## src/rtl/pwrac_pkg.sv

```systemverilog
// Shared types and constants for the paged word rotate-add checksum.
// Used by every module of the block; depends on nothing else.

package pwrac_pkg;

   // Payload and register widths
   localparam int DATA_W  = 64;
   localparam int ADDR_W  = 64;
   localparam int LEN_W   = 32;
   localparam int TOTAL_W = 30;

   // Address bits that hold the word count of a range (mod 2^TOTAL_W words)
   localparam int SPAN_W = TOTAL_W + 3;

   // Page geometry and word grouping
   localparam int PAGE_BYTES_DEFAULT = 4096;
   localparam int WORD_BYTES         = 8;
   localparam int GROUP_WORDS        = 4;
   localparam logic [1:0] LAST_GROUP_POS = 2'd3;

   // Queue depths
   localparam int MID_DEPTH = 4;
   localparam int OUT_DEPTH = 2;

   // Configuration port
   localparam int CSR_INDEX_W = 4;
   localparam logic [CSR_INDEX_W-1:0] CSR_BASE_ADDRESS = 4'd0;
   localparam logic [CSR_INDEX_W-1:0] CSR_BYTE_LENGTH  = 4'd1;

   // Arming sequencer
   typedef enum logic [2:0] {
      ARM_SPAN  = 3'b001,
      ARM_LOAD  = 3'b010,
      ARM_READY = 3'b100
   } arm_state_type;

   // One classified word on its way from the front end to the back end
   typedef struct packed {
      logic [DATA_W-1:0] word;
      logic              xor_after;
      logic              chunk_end;
      logic              last;
   } item_type;

endpackage

```

## src/rtl/pwrac_fifo.sv

```systemverilog
// Small first-in first-out queue with registered storage and counters.
// Generic; takes its default parameters from pwrac_pkg.

module pwrac_fifo #(
   parameter int WIDTH = pwrac_pkg::DATA_W,
   parameter int DEPTH = pwrac_pkg::MID_DEPTH
) (
   input  logic             clock,
   input  logic             reset,
   input  logic             push,
   input  logic [WIDTH-1:0] push_data,
   output logic             full,
   input  logic             pop,
   output logic [WIDTH-1:0] pop_data,
   output logic             empty
);

   localparam int PTR_W = (DEPTH > 1) ? $clog2(DEPTH) : 1;
   localparam int CNT_W = $clog2(DEPTH + 1);

   logic [WIDTH-1:0] mem_ff [DEPTH];
   logic [PTR_W-1:0] wr_ptr_ff, wr_ptr_in;
   logic [PTR_W-1:0] rd_ptr_ff, rd_ptr_in;
   logic [CNT_W-1:0] count_ff, count_in;
   logic             do_push, do_pop;

   assign full     = (count_ff == CNT_W'(DEPTH));
   assign empty    = (count_ff == '0);
   assign do_push  = push && !full;
   assign do_pop   = pop && !empty;
   assign pop_data = mem_ff[rd_ptr_ff];

   // Advance pointers and occupancy
   always_comb begin
      wr_ptr_in = wr_ptr_ff;
      rd_ptr_in = rd_ptr_ff;
      if (do_push) begin
         wr_ptr_in = (wr_ptr_ff == PTR_W'(DEPTH - 1)) ? '0 : wr_ptr_ff + 1'b1;
      end
      if (do_pop) begin
         rd_ptr_in = (rd_ptr_ff == PTR_W'(DEPTH - 1)) ? '0 : rd_ptr_ff + 1'b1;
      end
      unique case ({do_push, do_pop})
         2'b10:   count_in = count_ff + 1'b1;
         2'b01:   count_in = count_ff - 1'b1;
         default: count_in = count_ff;
      endcase
   end

   always_ff @(posedge clock) begin
      if (reset) begin
         wr_ptr_ff <= '0;
         rd_ptr_ff <= '0;
         count_ff  <= '0;
      end else begin
         wr_ptr_ff <= wr_ptr_in;
         rd_ptr_ff <= rd_ptr_in;
         count_ff  <= count_in;
      end
   end

   // Store entries
   always_ff @(posedge clock) begin
      if (do_push) begin
         mem_ff[wr_ptr_ff] <= push_data;
      end
   end

endmodule

```

## src/rtl/pwrac_front.sv

```systemverilog
// Front end: configuration registers, range arming and per-word classification.
// Uses pwrac_pkg for widths, register indexes, the arming states and item_type.

module pwrac_front #(
   parameter int PAGE_BYTES = pwrac_pkg::PAGE_BYTES_DEFAULT
) (
   input  logic                                clock,
   input  logic                                reset,
   // configuration
   input  logic                                csr_valid,
   output logic                                csr_ready,
   input  logic [pwrac_pkg::CSR_INDEX_W-1:0]   csr_index,
   input  logic [pwrac_pkg::ADDR_W-1:0]        csr_data,
   // incoming words
   input  logic                                req_push,
   output logic                                req_full,
   input  logic [pwrac_pkg::DATA_W-1:0]        req_data_word,
   // toward the middle queue and back end
   output logic                                mid_push,
   output pwrac_pkg::item_type                 mid_item,
   input  logic                                mid_full,
   output logic                                flush
);

   localparam int PAGE_WORDS = PAGE_BYTES / pwrac_pkg::WORD_BYTES;
   localparam int CHUNK_W    = $clog2(PAGE_WORDS + 1);
   localparam int OFF_W      = $clog2(PAGE_BYTES);
   localparam int REM_W      = OFF_W + 1;
   localparam int TOTAL_W    = pwrac_pkg::TOTAL_W;
   localparam int SPAN_W     = pwrac_pkg::SPAN_W;
   localparam int ADDR_W     = pwrac_pkg::ADDR_W;
   localparam int LEN_W      = pwrac_pkg::LEN_W;

   pwrac_pkg::arm_state_type state_ff, state_in;

   logic [ADDR_W-1:0]  base_ff, base_in;
   logic [LEN_W-1:0]   len_ff, len_in;
   logic [SPAN_W-1:0]  end_ff, end_in;
   logic [TOTAL_W-1:0] arm_total_ff, arm_total_in;
   logic [CHUNK_W-1:0] arm_chunk_ff, arm_chunk_in;
   logic [TOTAL_W-1:0] total_ff, total_in;
   logic [CHUNK_W-1:0] chunk_ff, chunk_in;
   logic [1:0]         group_pos_ff, group_pos_in;

   logic               csr_write;
   logic               known_index;
   logic               accept;
   logic               tail;
   logic [ADDR_W-1:0]  first_addr;
   logic [LEN_W-1:0]   len_eff;
   logic [OFF_W-1:0]   page_off;
   logic [REM_W-1:0]   chunk_bytes;
   logic [CHUNK_W-1:0] chunk_first;
   logic [TOTAL_W-1:0] total_calc;

   assign csr_ready   = 1'b1;
   assign csr_write   = csr_valid && csr_ready;
   assign known_index = (csr_index == pwrac_pkg::CSR_BASE_ADDRESS) ||
                        (csr_index == pwrac_pkg::CSR_BYTE_LENGTH);
   assign flush       = csr_write && known_index;

   assign req_full = (state_ff != pwrac_pkg::ARM_READY) || mid_full;
   assign accept   = req_push && !req_full;
   assign mid_push = accept;

   assign first_addr = {base_ff[ADDR_W-1:3], 3'b000};
   assign len_eff    = (len_ff == '0) ? LEN_W'(1) : len_ff;

   // Page offset of the first word; pages are a power of two in size
   assign page_off = first_addr[OFF_W-1:0];

   // First chunk length and range word count from the finished arithmetic
   assign chunk_bytes = REM_W'(PAGE_BYTES) - {1'b0, page_off};
   assign total_calc  = end_ff[SPAN_W-1:3] - first_addr[SPAN_W-1:3] + 1'b1;

   always_comb begin
      chunk_first = CHUNK_W'(chunk_bytes >> 3);
      if (chunk_first == '0) begin
         chunk_first = CHUNK_W'(PAGE_WORDS);
      end
   end

   // Classify the word being accepted
   assign tail = (group_pos_ff == 2'd0) &&
                 ((chunk_ff < CHUNK_W'(pwrac_pkg::GROUP_WORDS)) ||
                  (total_ff < TOTAL_W'(pwrac_pkg::GROUP_WORDS)));

   always_comb begin
      mid_item.word      = req_data_word;
      mid_item.xor_after = tail || (group_pos_ff == pwrac_pkg::LAST_GROUP_POS);
      mid_item.chunk_end = (chunk_ff == CHUNK_W'(1)) || (total_ff == TOTAL_W'(1));
      mid_item.last      = (total_ff == TOTAL_W'(1));
   end

   // Register writes, arming sequence and chunk counters
   always_comb begin
      state_in     = state_ff;
      base_in      = base_ff;
      len_in       = len_ff;
      end_in       = end_ff;
      arm_total_in = arm_total_ff;
      arm_chunk_in = arm_chunk_ff;
      total_in     = total_ff;
      chunk_in     = chunk_ff;
      group_pos_in = group_pos_ff;

      if (csr_write) begin
         if (csr_index == pwrac_pkg::CSR_BASE_ADDRESS) begin
            base_in = csr_data;
         end else if (csr_index == pwrac_pkg::CSR_BYTE_LENGTH) begin
            len_in = csr_data[LEN_W-1:0];
         end
      end

      if (flush) begin
         state_in = pwrac_pkg::ARM_SPAN;
      end else begin
         unique case (state_ff)
            pwrac_pkg::ARM_SPAN: begin
               end_in   = base_ff[SPAN_W-1:0] + SPAN_W'(len_eff) - 1'b1;
               state_in = pwrac_pkg::ARM_LOAD;
            end
            pwrac_pkg::ARM_LOAD: begin
               arm_total_in = (total_calc == '0) ? TOTAL_W'(1) : total_calc;
               arm_chunk_in = chunk_first;
               total_in     = (total_calc == '0) ? TOTAL_W'(1) : total_calc;
               chunk_in     = chunk_first;
               group_pos_in = 2'd0;
               state_in     = pwrac_pkg::ARM_READY;
            end
            pwrac_pkg::ARM_READY: begin
               if (accept) begin
                  if (mid_item.last) begin
                     // re-arm for the next pass over the same range
                     total_in     = arm_total_ff;
                     chunk_in     = arm_chunk_ff;
                     group_pos_in = 2'd0;
                  end else if (mid_item.chunk_end) begin
                     total_in     = total_ff - 1'b1;
                     chunk_in     = CHUNK_W'(PAGE_WORDS);
                     group_pos_in = 2'd0;
                  end else begin
                     total_in     = total_ff - 1'b1;
                     chunk_in     = chunk_ff - 1'b1;
                     group_pos_in = tail ? 2'd0 : group_pos_ff + 1'b1;
                  end
               end
            end
            default: state_in = pwrac_pkg::ARM_SPAN;
         endcase
      end
   end

   always_ff @(posedge clock) begin
      if (reset) begin
         state_ff     <= pwrac_pkg::ARM_SPAN;
         base_ff      <= '0;
         len_ff       <= LEN_W'(1);
         total_ff     <= '0;
         chunk_ff     <= '0;
         group_pos_ff <= '0;
      end else begin
         state_ff     <= state_in;
         base_ff      <= base_in;
         len_ff       <= len_in;
         total_ff     <= total_in;
         chunk_ff     <= chunk_in;
         group_pos_ff <= group_pos_in;
      end
   end

   // Hold arming arithmetic
   always_ff @(posedge clock) begin
      end_ff       <= end_in;
      arm_total_ff <= arm_total_in;
      arm_chunk_ff <= arm_chunk_in;
   end

endmodule

```

## src/rtl/pwrac_back.sv

```systemverilog
// Back end: rotate and add sums per chunk, then fold chunk sums into the total.
// Uses pwrac_pkg for item_type and the data width.

module pwrac_back (
   input  logic                          clock,
   input  logic                          reset,
   input  logic                          flush,
   // from the middle queue
   input  logic                          mid_empty,
   input  pwrac_pkg::item_type           mid_item,
   output logic                          mid_pop,
   // toward the result queue
   input  logic                          out_full,
   output logic                          out_push,
   output logic [pwrac_pkg::DATA_W-1:0]  out_data
);

   localparam int DATA_W = pwrac_pkg::DATA_W;

   logic [DATA_W-1:0] rot_sum_ff, rot_sum_in;
   logic [DATA_W-1:0] add_sum_ff, add_sum_in;
   logic [DATA_W-1:0] pend_rot_ff, pend_rot_in;
   logic [DATA_W-1:0] pend_add_ff, pend_add_in;
   logic              pend_valid_ff, pend_valid_in;
   logic              pend_last_ff, pend_last_in;
   logic [DATA_W-1:0] run_xor_ff, run_xor_in;

   logic              fold_go;
   logic              sum_go;
   logic [DATA_W-1:0] mixed;
   logic [DATA_W-1:0] rot_next;
   logic [DATA_W-1:0] add_next;
   logic [DATA_W-1:0] rot_final;
   logic [DATA_W-1:0] chunk_sum;
   logic [DATA_W-1:0] fold_value;

   // Fold stage moves unless a final result waits on a full result queue
   assign fold_go = !(pend_valid_ff && pend_last_ff && out_full);
   assign sum_go  = !mid_empty && fold_go;
   assign mid_pop = sum_go;

   // Sum stage: rotate right by one (left by 63) and add
   assign mixed     = rot_sum_ff ^ mid_item.word;
   assign rot_next  = {mixed[0], mixed[DATA_W-1:1]};
   assign add_next  = add_sum_ff + mid_item.word;
   assign rot_final = mid_item.xor_after ? (rot_next ^ add_next) : rot_next;

   // Fold stage: chunk checksum into the running XOR
   assign chunk_sum  = pend_rot_ff + pend_add_ff;
   assign fold_value = run_xor_ff ^ chunk_sum;
   assign out_push   = pend_valid_ff && pend_last_ff && fold_go;
   assign out_data   = fold_value;

   always_comb begin
      rot_sum_in    = rot_sum_ff;
      add_sum_in    = add_sum_ff;
      pend_rot_in   = pend_rot_ff;
      pend_add_in   = pend_add_ff;
      pend_last_in  = pend_last_ff;
      pend_valid_in = pend_valid_ff && !fold_go;
      run_xor_in    = run_xor_ff;

      if (pend_valid_ff && fold_go) begin
         run_xor_in = pend_last_ff ? '0 : fold_value;
      end

      if (sum_go) begin
         if (mid_item.chunk_end) begin
            pend_rot_in   = rot_final;
            pend_add_in   = add_next;
            pend_last_in  = mid_item.last;
            pend_valid_in = 1'b1;
            rot_sum_in    = '0;
            add_sum_in    = '0;
         end else begin
            rot_sum_in = rot_final;
            add_sum_in = add_next;
         end
      end

      // Drop any partial checksum on a register write
      if (flush) begin
         rot_sum_in    = '0;
         add_sum_in    = '0;
         run_xor_in    = '0;
         pend_valid_in = 1'b0;
      end
   end

   always_ff @(posedge clock) begin
      if (reset) begin
         rot_sum_ff    <= '0;
         add_sum_ff    <= '0;
         run_xor_ff    <= '0;
         pend_valid_ff <= 1'b0;
      end else begin
         rot_sum_ff    <= rot_sum_in;
         add_sum_ff    <= add_sum_in;
         run_xor_ff    <= run_xor_in;
         pend_valid_ff <= pend_valid_in;
      end
   end

   // Hold the finished chunk for the fold stage
   always_ff @(posedge clock) begin
      pend_rot_ff  <= pend_rot_in;
      pend_add_ff  <= pend_add_in;
      pend_last_ff <= pend_last_in;
   end

endmodule

```

## src/rtl/paged_word_rotate_add_checksum.sv

```systemverilog
// Top level of the paged word rotate-add checksum.
// Instantiates pwrac_front, pwrac_back and two pwrac_fifo queues; uses pwrac_pkg.

// Checksums the aligned 64-bit words of the byte range set by base_address
// (register 0) and byte_length (register 1). Push the words in address order;
// after the last word of the range one checksum appears on the result side and
// the block re-arms for another pass over the same range. It takes one word
// per clock cycle while req_full is low, limited by the single 64-bit add of
// the sum stage. After reset and after every write to either register the
// front end arms the range through ARM_SPAN, which finds the end address, and
// ARM_LOAD, which loads the counters, and holds req_full high meanwhile.
// PAGE_BYTES must be a power of two from 64 to 65536. A word reaches the back
// end through a four-entry queue; a checksum passes the pending registers of
// the fold stage and the result queue on its way out, and a two-entry result
// queue lets words keep flowing while an earlier result waits to be popped.

module paged_word_rotate_add_checksum #(
   parameter int PAGE_BYTES = pwrac_pkg::PAGE_BYTES_DEFAULT
) (
   input  logic                               clock,
   input  logic                               reset,
   // configuration
   input  logic                               csr_valid,
   output logic                               csr_ready,
   input  logic [pwrac_pkg::CSR_INDEX_W-1:0]  csr_index,
   input  logic [pwrac_pkg::ADDR_W-1:0]       csr_data,
   // words in
   input  logic                               req_push,
   output logic                               req_full,
   input  logic [pwrac_pkg::DATA_W-1:0]       req_data_word,
   // checksums out
   output logic                               rsp_empty,
   input  logic                               rsp_pop,
   output logic [pwrac_pkg::DATA_W-1:0]       rsp_checksum_value
);

   localparam int ITEM_W = $bits(pwrac_pkg::item_type);

   logic                          mid_push;
   logic                          mid_full;
   logic                          mid_empty;
   logic                          mid_pop;
   logic                          flush;
   pwrac_pkg::item_type           front_item;
   pwrac_pkg::item_type           back_item;
   logic [ITEM_W-1:0]             back_item_bits;
   logic                          out_push;
   logic                          out_full;
   logic [pwrac_pkg::DATA_W-1:0]  out_data;

   assign back_item = pwrac_pkg::item_type'(back_item_bits);

   // Accept and classify words
   pwrac_front #(
      .PAGE_BYTES (PAGE_BYTES)
   ) u_front (
      .clock         (clock),
      .reset         (reset),
      .csr_valid     (csr_valid),
      .csr_ready     (csr_ready),
      .csr_index     (csr_index),
      .csr_data      (csr_data),
      .req_push      (req_push),
      .req_full      (req_full),
      .req_data_word (req_data_word),
      .mid_push      (mid_push),
      .mid_item      (front_item),
      .mid_full      (mid_full),
      .flush         (flush)
   );

   // Decouple front and back
   pwrac_fifo #(
      .WIDTH (ITEM_W),
      .DEPTH (pwrac_pkg::MID_DEPTH)
   ) u_mid_fifo (
      .clock     (clock),
      .reset     (reset),
      .push      (mid_push),
      .push_data (ITEM_W'(front_item)),
      .full      (mid_full),
      .pop       (mid_pop),
      .pop_data  (back_item_bits),
      .empty     (mid_empty)
   );

   // Run the sums and fold chunk checksums
   pwrac_back u_back (
      .clock     (clock),
      .reset     (reset),
      .flush     (flush),
      .mid_empty (mid_empty),
      .mid_item  (back_item),
      .mid_pop   (mid_pop),
      .out_full  (out_full),
      .out_push  (out_push),
      .out_data  (out_data)
   );

   // Hold finished checksums until popped
   pwrac_fifo #(
      .WIDTH (pwrac_pkg::DATA_W),
      .DEPTH (pwrac_pkg::OUT_DEPTH)
   ) u_out_fifo (
      .clock     (clock),
      .reset     (reset),
      .push      (out_push),
      .push_data (out_data),
      .full      (out_full),
      .pop       (rsp_pop),
      .pop_data  (rsp_checksum_value),
      .empty     (rsp_empty)
   );

endmodule
```

## config.mk

```make
export PLATFORM = sky130hd
export DESIGN_NAME = paged_word_rotate_add_checksum
export DESIGN_NICKNAME = d
export VERILOG_FILES = /design/src/rtl/pwrac_pkg.sv /design/src/rtl/pwrac_fifo.sv /design/src/rtl/pwrac_front.sv /design/src/rtl/pwrac_back.sv /design/src/rtl/paged_word_rotate_add_checksum.sv
export SDC_FILE = /design/constraint.sdc
export NUM_CORES = 2
export LEC_CHECK = 0
export ABC_CLOCK_PERIOD_IN_PS = 5700
export BUFFER_PORTS_ARGS = -buffer_cell sky130_fd_sc_hd__buf_2
export CAP_MARGIN = 20
export CORE_MARGIN = 3
export CORE_UTILIZATION = 54
export CTS_CLUSTER_SIZE = 16
export DETAILED_ROUTE_END_ITERATION = 12
export PLACE_DENSITY = 0.76
export SETUP_SLACK_MARGIN = 0.3
export SLEW_MARGIN = 10
export SYNTH_ARGS = -nofsm -noshare
export SYNTH_HDL_FRONTEND = slang
export SYNTH_SLANG_ARGS = --single-unit
```

## constraint.sdc

```tcl
create_clock -name clock -period 5.7 [get_ports clock]
set_clock_uncertainty 0.15 [all_clocks]
set_input_delay 0.285 -clock clock [delete_from_list [all_inputs] [get_ports clock]]
set_output_delay 0.285 -clock clock [all_outputs]
set_load 0.02 [all_outputs]
```

# Yosys cells after proc, flatten, opt, wreduce, memory -nomap -nowiden

Memories as Yosys holds them, arrays and structs flattened. A register that Yosys moved wholly into a read port is not among the register bits.
Index checks and enable logic that the tools add are counted.

Bits in latches: 0
Word-level logic and storage cells: 143
Memories: 2
Bits in writable memories: 396
Output and inout port bits: 67
Memory bits (read-only): 0
Register bits after elaboration: 516

Add/subtract/negate cells: 18
Shift operators: 0
Muxes and demuxes: 36
Div/mod/pow operators: 0
Eq/ne operators: 17
Multiply operators: 0
Reduce and logical (&&, ||, !) cells: 41
Magnitude comparators: 2
Bitwise gates (word level): 5

Memory list:

| name              | words | bits a word | read ports | clocked after memory_dff | wr ports | line             | source |
|---|---|---|---|---|---|---|---|
| u_mid_fifo.mem_ff | 4     | 67          | 1          | 1                        | 1        | pwrac_fifo.sv:21 | `logic [WIDTH-1:0] mem_ff [DEPTH];` |
| u_out_fifo.mem_ff | 2     | 64          | 1          | 1                        | 1        | pwrac_fifo.sv:21 |  |

Operators by type and width:

| cell                   | count |
|---|---|
| $mux 64                | 4 |
| $xor 64x64->64         | 3 |
| $add 64x64->64         | 2 |
| $mux 30                | 3 |
| $pmux 30 s2            | 1 |
| $mux 10                | 4 |
| $add 33x32->33         | 1 |
| $sub 33x1->33 const B  | 1 |
| $logic_not 32->1       | 1 |
| $mux 32                | 1 |
| $add 30x1->30 const B  | 1 |
| $eq 30x1->1 const B    | 1 |
| $logic_not 30->1       | 1 |
| $lt 30x3->1 const B    | 1 |
| $sub 30x1->30 const B  | 1 |
| $sub 30x30->30         | 1 |
| $pmux 10 s2            | 1 |
| $mux 2                 | 8 |
| $logic_and 1x1->1      | 13 |
| $sub 13x12->13 const A | 1 |
| $eq 2x2->1 const B     | 6 |
| $eq 10x1->1 const B    | 1 |
| $logic_not 10->1       | 1 |
| $lt 10x3->1 const B    | 1 |
| other kinds (27)       | 60 |

# Logic depth before layout (Yosys ltp)

Depth in word-level cells: 8
Depth in mapped cells: 18

# Cells and area by module

A second synthesis with hierarchy kept.

Cells, all modules: 4,379
Area total of the unflattened synthesis: 47,808.4 um2

Modules (own cells, without submodules):

| module                   | times used | sequential area each (um2) | area an instance (um2) | cells an instance |
|---|---|---|---|---|
| pwrac_back               | 1          | 7,737.4                    | 20,659.8               | 2,294 |
| pwrac_front              | 1          | 4,304.1                    | 12,157.9               | 1,456 |
| pwrac_fifo at u_mid_fifo | 1          | 8,227.9                    | 10,167.3               | 404 |
| pwrac_fifo at u_out_fifo | 1          | 3,943.8                    | 4,823.4                | 225 |

# Worst setup path after synthesis

No wires, ideal clock.

Path kind: reg2reg
From: register with a tool-made name
To: register u_back.pend_rot_ff[57], data pin
Stages on the path, launching flop included: 19
Data required time: 5.276 ns
Path buffers: 5
Period minus slack after synthesis: 4.898 ns
Library setup time: 0.274 ns
Setup slack: 0.802 ns
Arrival time: 4.474 ns
Path through: dfxtp_1 -> clkbuf_1 -> buf_2 -> buf_2 -> buf_2 -> mux4_2 -> ha_1 -> buf_2 -> a21oi_1 -> o211a_1 -> o21ai_0 -> a211o_1 -> a211oi_2 -> o21ba_2 -> o21ai_1 -> a211oi_1 -> xnor2_1 -> nand2_1 -> xor2_1

RTL lines:

| item                   | line              | source |
|---|---|---|
| end signal: assignment | pwrac_back.sv:106 | `pend_rot_ff <= pend_rot_in;` |
| end: declaration       | pwrac_back.sv:22  | `logic [DATA_W-1:0] pend_rot_ff, pend_rot_in;` |

==> impl_metrics.py <==
metrics = {
    "timing": {
        "final_hold_viol_count": 0,
        "finalMaxSlewViolations": 0,
        "whs_ns": 0.0867,
        "finalSetupViolCount": 0,
        "tns_ns": 0,
        "fmax_ghz": 0.200,
        "rsz0062_at_grt": "no",
        "slew_headroom_pct": 32.9,
        "period_share_pct": 87.8,
        "period_needed_ns": 5.01,
        "worst_pin_slew_ns": 1.00,
    },
    "drt": {
        "vias": 33600,
        "first_pass_iters": 5,
        "drt_iter0_drc": 2562,
        "final_antenna_net_count": 0,
        "drc": 0,
        "totalWireLength_mm": 110,
        "avgViaCountPerCell": 5.83,
        "avgRoutedWirePerCell_um": 19.1,
    },
    "run_status": {
        "status": "finished clean",
    },
    "clocking": {
        "cts_tree": "done",
        "cts.sinks": 912,
        "post_cts.repair.setup_buffers": 0,
        "cts-root-buf": "clkbuf_16",
        "cts_max_level": 3,
        "cts_buffer_depth": 3,
        "path_clk_slew_ns": 0.06,
        "cts_made_buffers": 92,
        "worstSkewPairLatency_ns": 0.64,
    },
    "finish": {
        "final_cell_mix": "edfxtp_1 (595), nand2_1 (435), a21oi_1 (322)",
        "finalNonFillerCells": 5763,
        "nets": 4925,
        "final_common_cell": "edfxtp_1",
        "drive_above_1_share_pct": 12.4,
        "syn_to_final_growth_pct": 13.4,
    },
    "floorplan": {
        "initial_core_util_pct": 54.9,
        "die_area_um2": 90700,
        "fp.dieW_um": 301,
        "io_pins": 204,
        "die_h_um": 301,
        "fp.coreArea_um2": 85800,
        "row_count": 107,
    },
    "power": {
        "p_leak_nw": 20.0,
        "p_per_area_nw_per_um2": 585,
        "vdd_drop_max_mv": 0.463,
    },
    "synth": {
        "async_reset_ff_share_pct": 0,
        "synthFlopType": "edfxtp_1",
        "synth_largest_area_cell": "edfxtp_1",
        "seq_area_frac_synth_pct": 51.4,
        "ys_seq_elements": 912,
        "synthCells": 4320,
        "synth_top_area_share_pct": 38.0,
        "synth_edf_count": 595,
        "netlist_area_um2": 47100,
        "syn_nets": 4719,
        "ys_types": 88,
        "yosys_warnings": 0,
        "avgSynthCellArea_um2": 10.9,
        "synth_area_leaders": "edfxtp_1 (38%), dfxtp_1 (13%), ha_1 (6.9%)",
    },
    "placement": {
        "gp_congestion": 0.944,
        "dp.cells": 5474,
        "hpwl_mm": 78.9,
        "io_buffers": 171,
    },
    "global_routing": {
        "overflow": 0,
        "grt_pass1_wl_mm": 176,
        "grt_start_max_net_pins": 130,
        "grtUsageTotal_pct": 24.2,
        "grt_pass1_vias": 32700,
        "antenna_found_initial": 20,
    },
    "hold_path": {
        "min_path_type": "in2reg",
    },
    "setup_path": {
        "slowest_stage": "mux4_2",
        "critPathArrivalTime_ns": 5.23,
        "path_max_fanout": 18,
        "worst_ep_required_time_ns": 5.93,
        "cp_top_family": "compound AO/OA/AOI/OAI gates",
        "critPathCaptureType": "flip-flop",
        "cp_num_buf_inv": 1,
        "cp-start-kind": "flip-flop",
        "critPathMaxStageDelay_ns": 0.58,
        "cp_cell_sequence": "buf_12 -> mux4_2 -> ha_1 -> a21oi_1 -> o211a_1 -> o21ai_0 -> a211o_1 -> a211oi_2 -> o21ba_2 -> o21ai_1 -> a211oi_1 -> xnor2_1 -> nand2_1 -> xor2_1",
        "critPathKind": "reg2reg",
    },
    "flow_run": {
        "max_cap_viol_count": 0,
    },
}
## state kept, by name, indices dropped and copies added, names as in the netlist, 3 cells and up, named ones only
register / count
u_front.arm_total_ff: 30
u_back.pend_rot_ff: 64
u_back.run_xor_ff: 64
u_mid_fifo.mem_ff: 268
u_back.add_sum_ff: 64
u_front.end_ff: 30
u_back.rot_sum_ff: 64
u_front.len_ff: 32
u_front.total_ff: 30
u_front.base_ff: 33
u_front.chunk_ff: 10
u_mid_fifo.count_ff: 3
u_front.state_ff: 3
u_out_fifo.mem_ff: 128
u_back.pend_add_ff: 64
u_front.arm_chunk_ff: 10
## path summary, 6_finish.rpt
check / to / depth (start not counted) / startpoint / slack [ns]
worst max-delay path: u_back.pend_rot_ff[57]$_DFFE_PP_ / 14 / flip-flop / 0.69
worst min-delay path: u_mid_fifo.wr_ptr_ff[0]$_SDFFE_PP0P_ / 4 / req_push / 0.09
worst max register to register: u_back.pend_rot_ff[57]$_DFFE_PP_ / 14 / flip-flop / 0.69
worst min register to register: u_front.base_ff[17]$_SDFFE_PP0P_ / 2 / u_front.base_ff[17]$_SDFFE_PP0P_ / 0.30
## worst register-to-register path: cells and delay by family (launching register included)
kind / cells / cell delay (ns)
fa+ha+maj: 1 / 0.42
simple gates: 1 / 0.11
buf+inv: 1 / 0.24
compound gates: 8 / 2.27
xor+xnor: 2 / 0.41
flops: 1 / 0.57
mux: 1 / 0.59
## timing repair
item,4_1_cts,5_1_grt
endpoints found under the setup margin,0,1
gates resized for setup,0,1
hold endpoints to repair,335,0
hold buffers,101,0
## through the flow
step / cell area (um2) / utilization (%) / worst slack [ns] / power, mW
after global placement: 49100 / 57.2 / 0.624 / 24.4
final: 53400 / 62.2 / 0.693 / 31.2
after detailed placement: 49100 / 57.2 / 0.601 / 24.7
after floorplan: 47100 / - / 0.802 / 21.0
after global routing: 53300 / 62.2 / 0.366 / 33.3
after CTS: 53300 / 62.1 / 0.612 / 31.2
## layout make-up
| cell class | count | area [um2] |
|---|---|---|
| diodes | 14 | 35.0 |
| clock buffers | 121 | 2560 |
| clock inverters | 52 | 624 |
| fillers | 6634 | 32500 |
| inverters | 208 | 783 |
| multi-input cells | 2990 | 21400 |
| flip-flops and latches | 912 | 24200 |
| well taps | 1144 | 1430 |
| repair buffers | 322 | 2330 |
## synth_stat cells (23+ instances only)
master,n
a311oi_1,24
a22oi_1,103
o21bai_1,23
a31oi_1,29
mux2_2,67
or3_1,28
a211oi_1,33
inv_1,207
edfxtp_1,595
o21ai_0,154
o21a_1,30
nand4_1,61
xnor2_1,240
nor3_1,67
o211ai_1,38
a21oi_1,322
a22o_1,64
nor2_1,310
nor4_1,27
nand3_1,55
nand2b_1,24
nand2_1,436
a21o_1,101
clkbuf_1,182
and3_1,25
ha_1,258
dfxtp_1,317
nor2b_1,28
xor2_1,151
mux4_2,67
## kinds of logic after synthesis
| group | synth area share [%] |
|---|---|
| xor+xnor | 7.38 |
| other cells | 0.00797 |
| fa+ha+maj | 7.03 |
| simple gates | 10.9 |
| mux | 4.96 |
| buf+inv | 3.38 |
| compound gates | 15.0 |
| flops | 51.4 |
## routing by layer
layer	global-route usage (%)	vias to the layer above	routed length, um
li1	-	16300	-
met1	33.3	16100	49400
met2	39.8	966	52100
met3	3.20	178	5910
met4	7.65	14	2870
met5	0	-	96
## power by group
part	internal, mW	switching [mW]	leakage, nW	total (mW)
sequential	9.33	0.595	7.99	9.93
clock	3.73	2.55	1.54	6.27
combinational	5.61	9.41	10.4	15.0
total	18.7	12.5	20.0	31.2
No activity file was read; power rests on OpenSTA's default activity.
